File: src/rtl/vcsa_pkg.sv
// ----------------------------------------------------------------------------
// vcsa_pkg
// Shared types and constants for the voice channel stealing allocator.
// ----------------------------------------------------------------------------
package vcsa_pkg;

  localparam int unsigned CFG_IDX_W = 2;
  localparam int unsigned DRIVE_SHIFT = 3;

  // register indexes
  localparam logic [CFG_IDX_W-1:0] CFG_MASTER_VOL = 2'd0;
  localparam logic [CFG_IDX_W-1:0] CFG_SAME_SOUND_MIN_PRIO = 2'd1;

  // allocation rules
  localparam logic [1:0] RULE_SAME_SOUND = 2'd0;
  localparam logic [1:0] RULE_LOWER_VOLUME = 2'd1;
  localparam logic [1:0] RULE_LOWER_PRIORITY = 2'd2;
  localparam logic [1:0] RULE_OLDEST = 2'd3;

  localparam logic [15:0] EMPTY_SOUND = 16'hFFFF;
  localparam logic signed [31:0] AGE_MAX = 32'sh7FFF_FFFF;

  localparam logic [3:0] MASTER_VOL_RESET = 4'd8;
  localparam logic [3:0] SAME_SOUND_MIN_PRIO_RESET = 4'd1;

  typedef struct packed {
    logic [15:0] sound_id;
    logic [7:0]  amplitude;
    logic [14:0] persistence;
    logic [3:0]  priority_req;
    logic        sound_loaded;
    logic [31:0] now_tick;
  } req_t;

  typedef struct packed {
    logic       granted;
    logic [2:0] channel;
    logic [7:0] drive_level;
    logic [1:0] rule_used;
  } res_t;

  typedef struct packed {
    logic [15:0]        sound;
    logic [7:0]         volume;
    logic [3:0]         prio;
    logic signed [31:0] age;
  } chan_entry_t;

  localparam chan_entry_t CHAN_RESET = '{
    sound:    EMPTY_SOUND,
    volume:   8'd0,
    prio:     4'd0,
    age:      32'sd0
  };

endpackage

File: src/rtl/vcsa_chan_store.sv
// ----------------------------------------------------------------------------
// vcsa_chan_store
// Channel state memory: one write port, one registered read port. Per-entry
// valid bits make never-written entries read back as the empty channel.
// ----------------------------------------------------------------------------
module vcsa_chan_store #(
  parameter int unsigned NUM_CHANNELS = 8
) (
  input  logic                              clk,
  input  logic                              rst,
  input  logic [$clog2(NUM_CHANNELS)-1:0]   rd_addr,
  output vcsa_pkg::chan_entry_t             rd_entry,
  input  logic                              wr_en,
  input  logic [$clog2(NUM_CHANNELS)-1:0]   wr_addr,
  input  vcsa_pkg::chan_entry_t             wr_entry
);

  vcsa_pkg::chan_entry_t mem [NUM_CHANNELS];
  vcsa_pkg::chan_entry_t rd_q;
  logic [NUM_CHANNELS-1:0] entry_valid;
  logic rd_valid_q;

  always_ff @(posedge clk) begin
    if (wr_en) begin
      mem[wr_addr] <= wr_entry;
    end
    rd_q <= mem[rd_addr];
  end

  always_ff @(posedge clk) begin
    if (rst) begin
      entry_valid <= '0;
      rd_valid_q  <= 1'b0;
    end else begin
      if (wr_en) begin
        entry_valid[wr_addr] <= 1'b1;
      end
      rd_valid_q <= entry_valid[rd_addr];
    end
  end

  assign rd_entry = rd_valid_q ? rd_q : vcsa_pkg::CHAN_RESET;

endmodule

File: src/rtl/voice_channel_stealing_allocator.sv
// ----------------------------------------------------------------------------
// voice_channel_stealing_allocator
// Picks a playback channel for each play request, stealing one if needed.
// ----------------------------------------------------------------------------
// A request beat is taken only while the block is idle and no register write
// is offered; a register write offered in the same cycle goes first. A request
// that is muted (global volume or amplitude zero) is accepted and then loads
// its result register. Any other request is accepted while the first read is
// issued, then streams the channel memory through its single read port, one
// channel after another (aging each entry and writing it back), and then
// resolves the pick, claims the channel and loads the result register.
// The result register parts the two sides; a result not yet taken holds the
// block in its resolve step until the result register frees up. Channel state
// comes out of reset as empty channels; there is no clearing pass. The config
// port is ready only while the block is idle.
// ----------------------------------------------------------------------------
module voice_channel_stealing_allocator #(
  parameter int unsigned NUM_CHANNELS = 8
) (
  input  logic                                clk,
  input  logic                                rst,
  input  logic                                req_valid,
  output logic                                req_ready,
  input  vcsa_pkg::req_t                      req,
  output logic                                res_valid,
  input  logic                                res_ready,
  output vcsa_pkg::res_t                      res,
  input  logic                                cfg_valid,
  output logic                                cfg_ready,
  input  logic [vcsa_pkg::CFG_IDX_W-1:0]      cfg_index,
  input  logic [3:0]                          cfg_data
);

  localparam int unsigned IDX_W = $clog2(NUM_CHANNELS);
  localparam logic [IDX_W-1:0] LAST_IDX = IDX_W'(NUM_CHANNELS - 1);

  localparam logic [1:0] ST_IDLE   = 2'd0;
  localparam logic [1:0] ST_SCAN   = 2'd1;
  localparam logic [1:0] ST_FINISH = 2'd2;

  logic [1:0] state;
  logic [1:0] state_next;

  // configuration
  logic [3:0] master_vol;
  logic [3:0] same_sound_min_prio;

  // request context
  vcsa_pkg::req_t req_q;
  logic           ignored;
  logic [31:0]    elapsed;
  logic [31:0]    last_play_tick;
  logic           same_sound_en;

  // scan state
  logic [IDX_W-1:0] cnt;
  logic             ss_found;
  logic [IDX_W-1:0] ss_idx;
  logic             lv_found;
  logic [IDX_W-1:0] lv_idx;
  logic             lp_found;
  logic [IDX_W-1:0] lp_idx;
  logic             old_found;
  logic [IDX_W-1:0] old_idx;
  logic signed [31:0] best_age;

  // memory interface
  logic [IDX_W-1:0]      rd_addr;
  vcsa_pkg::chan_entry_t rd_entry;
  logic                  mem_we;
  logic [IDX_W-1:0]      mem_waddr;
  vcsa_pkg::chan_entry_t mem_wentry;

  logic req_fire;
  logic res_free;
  logic req_ignore;

  // register writes win over a request offered in the same cycle
  assign req_ready  = (state == ST_IDLE) && !cfg_valid;
  assign req_fire   = req_valid && req_ready;
  assign res_free   = !res_valid || res_ready;
  assign req_ignore = (master_vol == 4'd0) || (req.amplitude == 8'd0);
  assign cfg_ready  = (state == ST_IDLE);

  always_ff @(posedge clk) begin
    if (rst) begin
      master_vol          <= vcsa_pkg::MASTER_VOL_RESET;
      same_sound_min_prio <= vcsa_pkg::SAME_SOUND_MIN_PRIO_RESET;
    end else if (cfg_valid && cfg_ready) begin
      unique case (cfg_index)
        vcsa_pkg::CFG_MASTER_VOL:          master_vol <= cfg_data;
        vcsa_pkg::CFG_SAME_SOUND_MIN_PRIO: same_sound_min_prio <= cfg_data;
        default: ;
      endcase
    end
  end

  // --- aging of the entry on the read port ---------------------------------
  logic signed [33:0] age_sum;
  logic signed [31:0] aged;
  vcsa_pkg::chan_entry_t aged_entry;

  always_comb begin
    age_sum = {{2{rd_entry.age[31]}}, rd_entry.age} + $signed({2'b00, elapsed});
    // ages only move up, so overflow shows as a positive sum past the max
    if (!age_sum[33] && (|age_sum[32:31])) begin
      aged = vcsa_pkg::AGE_MAX;
    end else begin
      aged = age_sum[31:0];
    end
    aged_entry     = rd_entry;
    aged_entry.age = aged;
  end

  // match terms for the channel under scan
  logic hit_ss;
  logic hit_lv;
  logic hit_lp;
  logic hit_old;

  assign hit_ss  = same_sound_en && (rd_entry.sound == req_q.sound_id)
                   && (rd_entry.volume <= req_q.amplitude);
  assign hit_lv  = rd_entry.volume < req_q.amplitude;
  assign hit_lp  = rd_entry.prio < req_q.priority_req;
  assign hit_old = (aged > 32'sd0) && (aged > best_age);

  // --- resolve ---------------------------------------------------------------
  logic             pick_found;
  logic [IDX_W-1:0] pick_idx;
  logic [1:0]       pick_rule;
  logic             claim;
  logic [11:0]      drive_prod;
  logic [11:0]      drive_wide;
  logic [7:0]       drive_sat;
  logic [IDX_W+2:0] pick_ext;
  vcsa_pkg::chan_entry_t claim_entry;

  always_comb begin
    pick_found = 1'b1;
    pick_idx   = old_idx;
    pick_rule  = vcsa_pkg::RULE_OLDEST;
    if (ss_found) begin
      pick_idx  = ss_idx;
      pick_rule = vcsa_pkg::RULE_SAME_SOUND;
    end else if (lv_found) begin
      pick_idx  = lv_idx;
      pick_rule = vcsa_pkg::RULE_LOWER_VOLUME;
    end else if (lp_found) begin
      pick_idx  = lp_idx;
      pick_rule = vcsa_pkg::RULE_LOWER_PRIORITY;
    end else if (!old_found) begin
      pick_found = 1'b0;
    end
    claim = !ignored && pick_found && req_q.sound_loaded;

    drive_prod = {4'd0, req_q.amplitude} * {8'd0, master_vol};
    drive_wide = drive_prod >> vcsa_pkg::DRIVE_SHIFT;
    drive_sat  = (|drive_wide[11:8]) ? 8'hFF : drive_wide[7:0];
    pick_ext   = {3'd0, pick_idx};

    claim_entry.sound  = req_q.sound_id;
    claim_entry.volume = req_q.amplitude;
    claim_entry.prio   = req_q.priority_req;
    claim_entry.age    = -$signed({17'd0, req_q.persistence});
  end

  // --- memory port steering ------------------------------------------------
  always_comb begin
    rd_addr    = '0;
    mem_we     = 1'b0;
    mem_waddr  = cnt;
    mem_wentry = aged_entry;
    unique case (state)
      ST_SCAN: begin
        rd_addr = (cnt == LAST_IDX) ? '0 : IDX_W'(cnt + 1'b1);
        mem_we  = 1'b1;
      end
      ST_FINISH: begin
        mem_we     = claim && res_free;
        mem_waddr  = pick_idx;
        mem_wentry = claim_entry;
      end
      default: ;
    endcase
  end

  vcsa_chan_store #(
    .NUM_CHANNELS(NUM_CHANNELS)
  ) u_store (
    .clk      (clk),
    .rst      (rst),
    .rd_addr  (rd_addr),
    .rd_entry (rd_entry),
    .wr_en    (mem_we),
    .wr_addr  (mem_waddr),
    .wr_entry (mem_wentry)
  );

  // --- sequencer -------------------------------------------------------------
  always_comb begin
    state_next = state;
    unique case (state)
      ST_IDLE: begin
        if (req_fire) begin
          state_next = req_ignore ? ST_FINISH : ST_SCAN;
        end
      end
      ST_SCAN: begin
        if (cnt == LAST_IDX) begin
          state_next = ST_FINISH;
        end
      end
      ST_FINISH: begin
        if (res_free) begin
          state_next = ST_IDLE;
        end
      end
      default: state_next = ST_IDLE;
    endcase
  end

  always_ff @(posedge clk) begin
    if (rst) begin
      state          <= ST_IDLE;
      last_play_tick <= '0;
      res_valid      <= 1'b0;
    end else begin
      state <= state_next;
      if (req_fire && !req_ignore) begin
        last_play_tick <= req.now_tick;
      end
      if (state == ST_FINISH && res_free) begin
        res_valid <= 1'b1;
      end else if (res_ready) begin
        res_valid <= 1'b0;
      end
    end
  end

  // request context and scan trackers
  always_ff @(posedge clk) begin
    if (req_fire) begin
      req_q         <= req;
      ignored       <= req_ignore;
      elapsed       <= req.now_tick - last_play_tick;
      same_sound_en <= req.priority_req > same_sound_min_prio;
      cnt           <= '0;
      ss_found      <= 1'b0;
      lv_found      <= 1'b0;
      lp_found      <= 1'b0;
      old_found     <= 1'b0;
      best_age      <= 32'sd0;
    end else if (state == ST_SCAN) begin
      cnt <= IDX_W'(cnt + 1'b1);
      if (!ss_found && hit_ss) begin
        ss_found <= 1'b1;
        ss_idx   <= cnt;
      end
      if (!lv_found && hit_lv) begin
        lv_found <= 1'b1;
        lv_idx   <= cnt;
      end
      if (!lp_found && hit_lp) begin
        lp_found <= 1'b1;
        lp_idx   <= cnt;
      end
      // strict compare keeps the lowest index among equal ages
      if (hit_old) begin
        old_found <= 1'b1;
        old_idx   <= cnt;
        best_age  <= aged;
      end
    end
  end

  always_ff @(posedge clk) begin
    if (state == ST_FINISH && res_free) begin
      res.granted     <= claim;
      res.channel     <= claim ? pick_ext[2:0] : 3'd0;
      res.drive_level <= claim ? drive_sat : 8'd0;
      res.rule_used   <= claim ? pick_rule : 2'd0;
    end
  end

  // --- checks ----------------------------------------------------------------
  a_ungranted_zero: assert property (@(posedge clk) disable iff (rst)
    res_valid && !res.granted |->
      res.channel == 3'd0 && res.drive_level == 8'd0 && res.rule_used == 2'd0)
    else $error("ungranted result carries nonzero fields");

  a_busy_after_accept: assert property (@(posedge clk) disable iff (rst)
    req_valid && req_ready |=> !req_ready)
    else $error("request accepted while previous one in flight");

  a_idle_no_write: assert property (@(posedge clk) disable iff (rst)
    mem_we |-> state != ST_IDLE)
    else $error("channel memory written while idle");

  a_result_from_finish: assert property (@(posedge clk) disable iff (rst)
    $rose(res_valid) |-> $past(state) == ST_FINISH)
    else $error("result appeared without a resolve step");

endmodule

File: config.mk
export PLATFORM = sky130hd
export DESIGN_NAME = voice_channel_stealing_allocator
export DESIGN_NICKNAME = d
export VERILOG_FILES = /design/src/rtl/vcsa_pkg.sv /design/src/rtl/vcsa_chan_store.sv /design/src/rtl/voice_channel_stealing_allocator.sv
export SDC_FILE = /design/constraint.sdc
export NUM_CORES = 1
export LEC_CHECK = 0
export BUFFER_PORTS_ARGS = -buffer_cell sky130_fd_sc_hd__buf_4
export CAP_MARGIN = 40
export CORE_MARGIN = 1.5
export CORE_UTILIZATION = 65
export CTS_BUF_LIST = sky130_fd_sc_hd__clkbuf_4 sky130_fd_sc_hd__clkbuf_8
export CTS_CLUSTER_SIZE = 10
export DETAILED_ROUTE_END_ITERATION = 7
export GPL_TIMING_DRIVEN = 0
export HOLD_SLACK_MARGIN = 0.02
export PLACE_DENSITY = 0.89
export SLEW_MARGIN = 20
export SYNTH_ARGS = -nofsm -noshare
export SYNTH_HDL_FRONTEND = slang
export SYNTH_SLANG_ARGS = --single-unit
File: constraint.sdc
create_clock -name clk -period 10.5 [get_ports clk]
set_input_delay 2.1 -clock clk [delete_from_list [all_inputs] [get_ports clk]]
set_output_delay 2.1 -clock clk [all_outputs]
set_load 0.01 [all_outputs]
==> results.toml, run 1 <==
[clock_network]
clockBufferDepth = 3
cts.sinks = 735
numCtsBuffers = 111
clock_latency_ns = 0.77
cts_tree = "yes"
htreeDepth = 3
clk_pin_slew_ns = 0.06
root_buffer = "clkbuf_8"

[synth]
synth_ff_type = "edfxtp_1"
synth_area_leader_cell = "edfxtp_1"
async_flop_share_pct = 0
synthesis.area_mm2 = 0.03340
yosysSeqAreaShare_pct = 61.56
postSynthAreaPerCell_um2 = 12.77
synth.distinct_cells = 81
synth_edf_count = 584
synth_fp_nets = 2848
synth_cells = 2615
synth.area.top_cells = "edfxtp_1 (53%), dfxtp_1 (9.1%), ha_1 (4.9%)"
synth_top_area_share_pct = 52.51
synth_warnings = 0
synth_commonest_cells = "edfxtp_1 (584), nor2_1 (200), inv_1 (180)"
ys_ff_latch = 735
yosysMostFrequentCell = "edfxtp_1"

[timing]
finalSetupViolCount = 0
rsz0062_at_grt = "false"
post-route-period-util_pct = 98.55
period_minus_slack_ns = 10.35
setup_ws_ns = 0.1518
setup_tns_ns = 0
timing.fmax_mhz = 96.64
slew_headroom_pct = 34.05
hold_violations = 0
final_max_slew_viol_count = 0
finalClockSkew_ns = 0.05087
worstMarginPinSlew_ns = 0.9892

[hold_path]
min_path_type = "reg2reg"
min_path_cells = 2

[placed_design]
io_buffers = 102
routabilityCongestion = 0.9348
place_inst = 3433
dp_worst_setup_slack_ns = 0.6888
hpwl_um = 63300
dpl_cell_area_mm2 = 0.03571

[global_routing]
grt_pass1_wl_um = 141700
grt_overflow = 0
track_usage_pct = 35.47
antenna_found_initial = 2
grt_pass1_vias = 24870
grt_max_degree = 47

[route]
vias_per_cell = 6.838
dr.pass1.iters = 6
drc_errors = 0
num_vias = 25120
ant_nets = 0
wl_per_cell_um = 25.83
drtIter0Drc = 3532
wl_um = 94900

[critical_path]
end_kind = "flop"
critPathMaxFanout = 10
cp_top_family = "buffers and inverters"
crit_required_ns = 11.07
worst_setup_path_start_kind = "flop"
cp_slowest_cell = "o31ai_1"
worst-path-buf-inv = 9
slowest_delay_ns = 0.70
reg2regPathDepth = 31
cp.arrival_ns = 10.92
path_class = "reg2reg"
crit_cells = 31
cp_common_cell = "clkbuf_1"

[cells_and_area]
n_fill_cell = 2847
finalInstanceArea_mm2 = 0.03842
final_cells = 3674
seqCellArea_mm2 = 0.02056
multi_input_area_mm2 = 0.01172
area_growth_pct = 15.03
nNetsFinal = 3137
drive_gt1_share_pct = 16.83

[die]
die_h_um = 229.7
pin_count = 104
die_area_mm2 = 0.05275
die_w_um = 229.7
start_util_pct = 66.16
core_mm2 = 0.05048
rows = 82

[power]
p_leak_nw = 13.61
peakVddDrop_mv = 0.1980
power_mw = 9.278
cellPowerDensity_mw_per_mm2 = 241.5

[status]
run_status = "completed"

[flow_run]
max_cap_viol_count = 0
==> tightest hold or removal path, stage by stage (launching register included) <==
cell and delay [ns]:
dfxtp_1 0.31, nand2_1 0.05, a21oi_1 0.05
==> area by class of cell <==
type	count	share of cell area, %
flip-flops and latches	735	53.52
multi-input cells	1569	30.50
clock buffers	169	5.436
repair buffers	176	4.273
well taps	672	2.189
inverters	180	1.759
plain buffers	131	1.361
clock inverters	41	0.9608
diodes	1	0.006514
==> repair_timing <==
item / 4_1_cts / 5_1_grt
hold buffers: 0 / 0
setup buffers: 0 / 0
resized for setup: 0 / 1
endpoints found under the setup margin: 0 / 10
==> cell families (layout without fill, tap and decap cells) <==
kind of cell             count (synthesis)  count (layout)  share of synthesized area, %
AO/OA/AOI/OAI                          635             635                         13.39
XOR/XNOR                                64              64                         1.678
adder cells (fa/ha/maj)                146             146                         5.784
buffers and inverters                  311             697                         3.574
flip-flops                             735             735                         61.56
multiplexers                            91              91                         5.039
other                                    0               1                             0
AND/OR/NAND/NOR                        633             633                         8.973
==> cell usage in the layout (no fill, tap or decap), drive strengths merged, types with 28 or more instances in the layout <==
cell,count
and2,64
nand2,177
o32ai,28
edfxtp,584
a21oi,150
clkinv,33
nor2,200
inv,184
mux4,60
nor3,35
o221ai,123
buf,191
a31oi,74
dfxtp,151
clkbuf,285
xnor2,47
o21ai,104
ha,132
nand3,28
nand2b,29
==> metrics by stage <==
stage          util, %  hold WS, ns
2_1_floorplan        -       0.4157
3_3_place_gp     69.34       0.4353
3_5_place_dp     70.75       0.4508
4_1_cts          75.62       0.4582
5_1_grt          76.10       0.4764
6_report         76.10       0.4575
==> final timing paths <==
path	start	to	slack (ns)
min reg2reg	last_play_tick[17]	last_play_tick[17]	0.46
max	u_store.rd_valid_q	best_age[24]	0.15
max reg2reg	u_store.rd_valid_q	best_age[24]	0.15
min	last_play_tick[17]	last_play_tick[17]	0.46
==> flip-flops by register name, indices dropped and copies added (netlist names), 4 cells and up <==
register             cells
claim_entry             28
req_q                   16
same_sound_min_prio      4
best_age                32
u_store.mem            480
res                     14
u_store.rd_q            60
elapsed                 32
master_vol               4
last_play_tick          32
u_store.entry_valid      8
==> report_power, final <==
part	switching (mW)	internal (mW)
clock	1.18	1.39
sequential	0.144	3.73
combinational	1.90	0.945
==> per-layer routing <==
metal | routed length [um] | global-route usage, %
met1 | 34130 | 46.98
met2 | 43800 | 55.35
met3 | 12000 | 8.383
met4 | 4958 | 17.80
met5 | 11 | 0
No activity file was read; power rests on OpenSTA's default activity.
==> run 2, diff against run 1 <==
Clock period 10.5 ns to 11.3 ns, I/O delays scaled along.
==> run 2 against run 1 <==
First-iteration DRC count is 0.65% lower. Final area barely moved. Wire length is 0.10% higher. Via count fell by 0.29%. Critical path depth unchanged. Cell count is essentially flat. Hold slack is essentially flat. Die area stayed put.
==> results.toml, run 2 (synthesis gave the netlist of run 1 again) <==
[global_routing]
track_usage_pct = 35.47
antenna_found_initial = 2
grt_pass1_wl_um = 141700
grt_max_degree = 47
grt_pass1_vias = 24870
grt_overflow = 0

[cells_and_area]
final_cells = 3675
area_growth_pct = 15.03
mostFrequentLayoutCell = "edfxtp_1"
top_register = "u_store.mem"
largest_reg_flops = 480
reg.largest.list = "u_store.mem (480), u_store.rd_q (60)"
final_util_pct = 76.11
final_cell_mix = "edfxtp_1 (584), nor2_1 (194), inv_1 (180)"
nNetsFinal = 3137
drive_gt1_share_pct = 16.79

[route]
dr.pass1.iters = 6
num_vias = 25050
drc_errors = 0
drtIter0Drc = 3509
wl_per_cell_um = 25.85
ant_nets = 0
vias_per_cell = 6.816
wl_um = 95000

[timing]
rsz0062_at_grt = "false"
finalSetupViolCount = 0
setup_ws_ns = 0.9066
hold_violations = 0
worstMarginPinSlew_ns = 0.9761
timing.fmax_mhz = 96.21
slew_headroom_pct = 33.24
final_max_slew_viol_count = 0
finalClockSkew_ns = 0.04697
period_minus_slack_ns = 10.39
holdWs_ns = 0.4575
post-route-period-util_pct = 91.98

[power]
swShare_pct = 34.66
p_int_mw = 5.633
power_frac_clock_pct = 27.6
p_sw_mw = 2.988
cellPowerDensity_mw_per_mm2 = 224.4
power_mw = 8.621
p_leak_nw = 13.61
pwr-share-comb_pct = 30.6
peakVddDrop_mv = 0.1840
pwr-share-seq_pct = 41.8

[die]
pin_count = 104
die_h_um = 229.7
start_util_pct = 66.16
die_w_um = 229.7
die_area_mm2 = 0.05275
rows = 82
core_mm2 = 0.05048

[critical_path]
slowest_delay_ns = 0.69
end_kind = "flop"
cp.arrival_ns = 10.98
cp_slowest_cell = "dfxtp_1"
path_class = "reg2reg"
worst_setup_path_start_kind = "flop"
crit_required_ns = 11.89
critPathMaxFanout = 10
cp_common_cell = "clkbuf_1"

[clock_network]
clock_latency_ns = 0.76
numCtsBuffers = 111
clockBufferDepth = 3
cts_tree = "yes"
hold_buffers = 0
cts_resized = 0
clk_pin_slew_ns = 0.06
root_buffer = "clkbuf_8"
cts_setup_buffers = 0
cts.sinks = 735
htreeDepth = 3

[placed_design]
io_buffers = 102
place_inst = 3433
dp_worst_setup_slack_ns = 1.489
hpwl_um = 63300
routabilityCongestion = 0.9348

[status]
run_status = "completed"

[hold_path]
min_path_type = "reg2reg"

[flow_run]
max_cap_viol_count = 0
-- run 2: worst paths after layout --
path | startpoint | endpoint | slack (ns) | cells after the start
worst max-delay path | u_store.rd_valid_q | best_age[11] | 0.91 | 31
worst min-delay path | last_play_tick[17] | last_play_tick[17] | 0.46 | 2
worst max register to register | u_store.rd_valid_q | best_age[11] | 0.91 | 31
worst min register to register | last_play_tick[17] | last_play_tick[17] | 0.46 | 2
-- run 2: area by class of cell --
class                   count  area [um^2]
clock buffers             169         2088
well taps                 672        840.8
repair buffers            176         1642
clock inverters            41        369.1
multi-input cells        1569        11720
fillers                  2847        12060
diodes                      2        5.005
flip-flops and latches    735        20560
inverters                 180        675.6
plain buffers             131        521.8
-- run 2: power groups by stage --
stage | Combinational [mW] | Sequential (mW) | Clock, mW
2_1_floorplan | 1.61 | 3.59 | 0
3_3_place_gp | 2.22 | 3.65 | 0
3_5_place_dp | 2.42 | 3.64 | 0
4_1_cts | 2.48 | 3.59 | 2.37
5_1_grt | 2.81 | 3.61 | 2.49
6_report | 2.64 | 3.60 | 2.38
-- run 2: through the flow --
step / cell area [um^2] / setup TNS, ns
2_1_floorplan: 33400 / 0
3_3_place_gp: 35000 / -160.75
3_5_place_dp: 35710 / 0
4_1_cts: 38170 / 0
5_1_grt: 38410 / 0
6_report: 38420 / 0
-- run 2: routing by layer --
layer,vias to the layer above,track usage (%),routed length [um]
met1,12060,46.98,34210
met4,2,17.80,5048
met5,-,0,11
met2,1995,55.35,43790
li1,10560,-,-
met3,432,8.383,11950
-- run 2: worst max-delay path, delay by kind of cell, from the launching register on --
kind,cells,cell delay [ns]
simple gates,12,3.20
buf+inv,9,3.46
flops,1,0.69
compound gates,8,2.46
fa+ha+maj,2,0.37
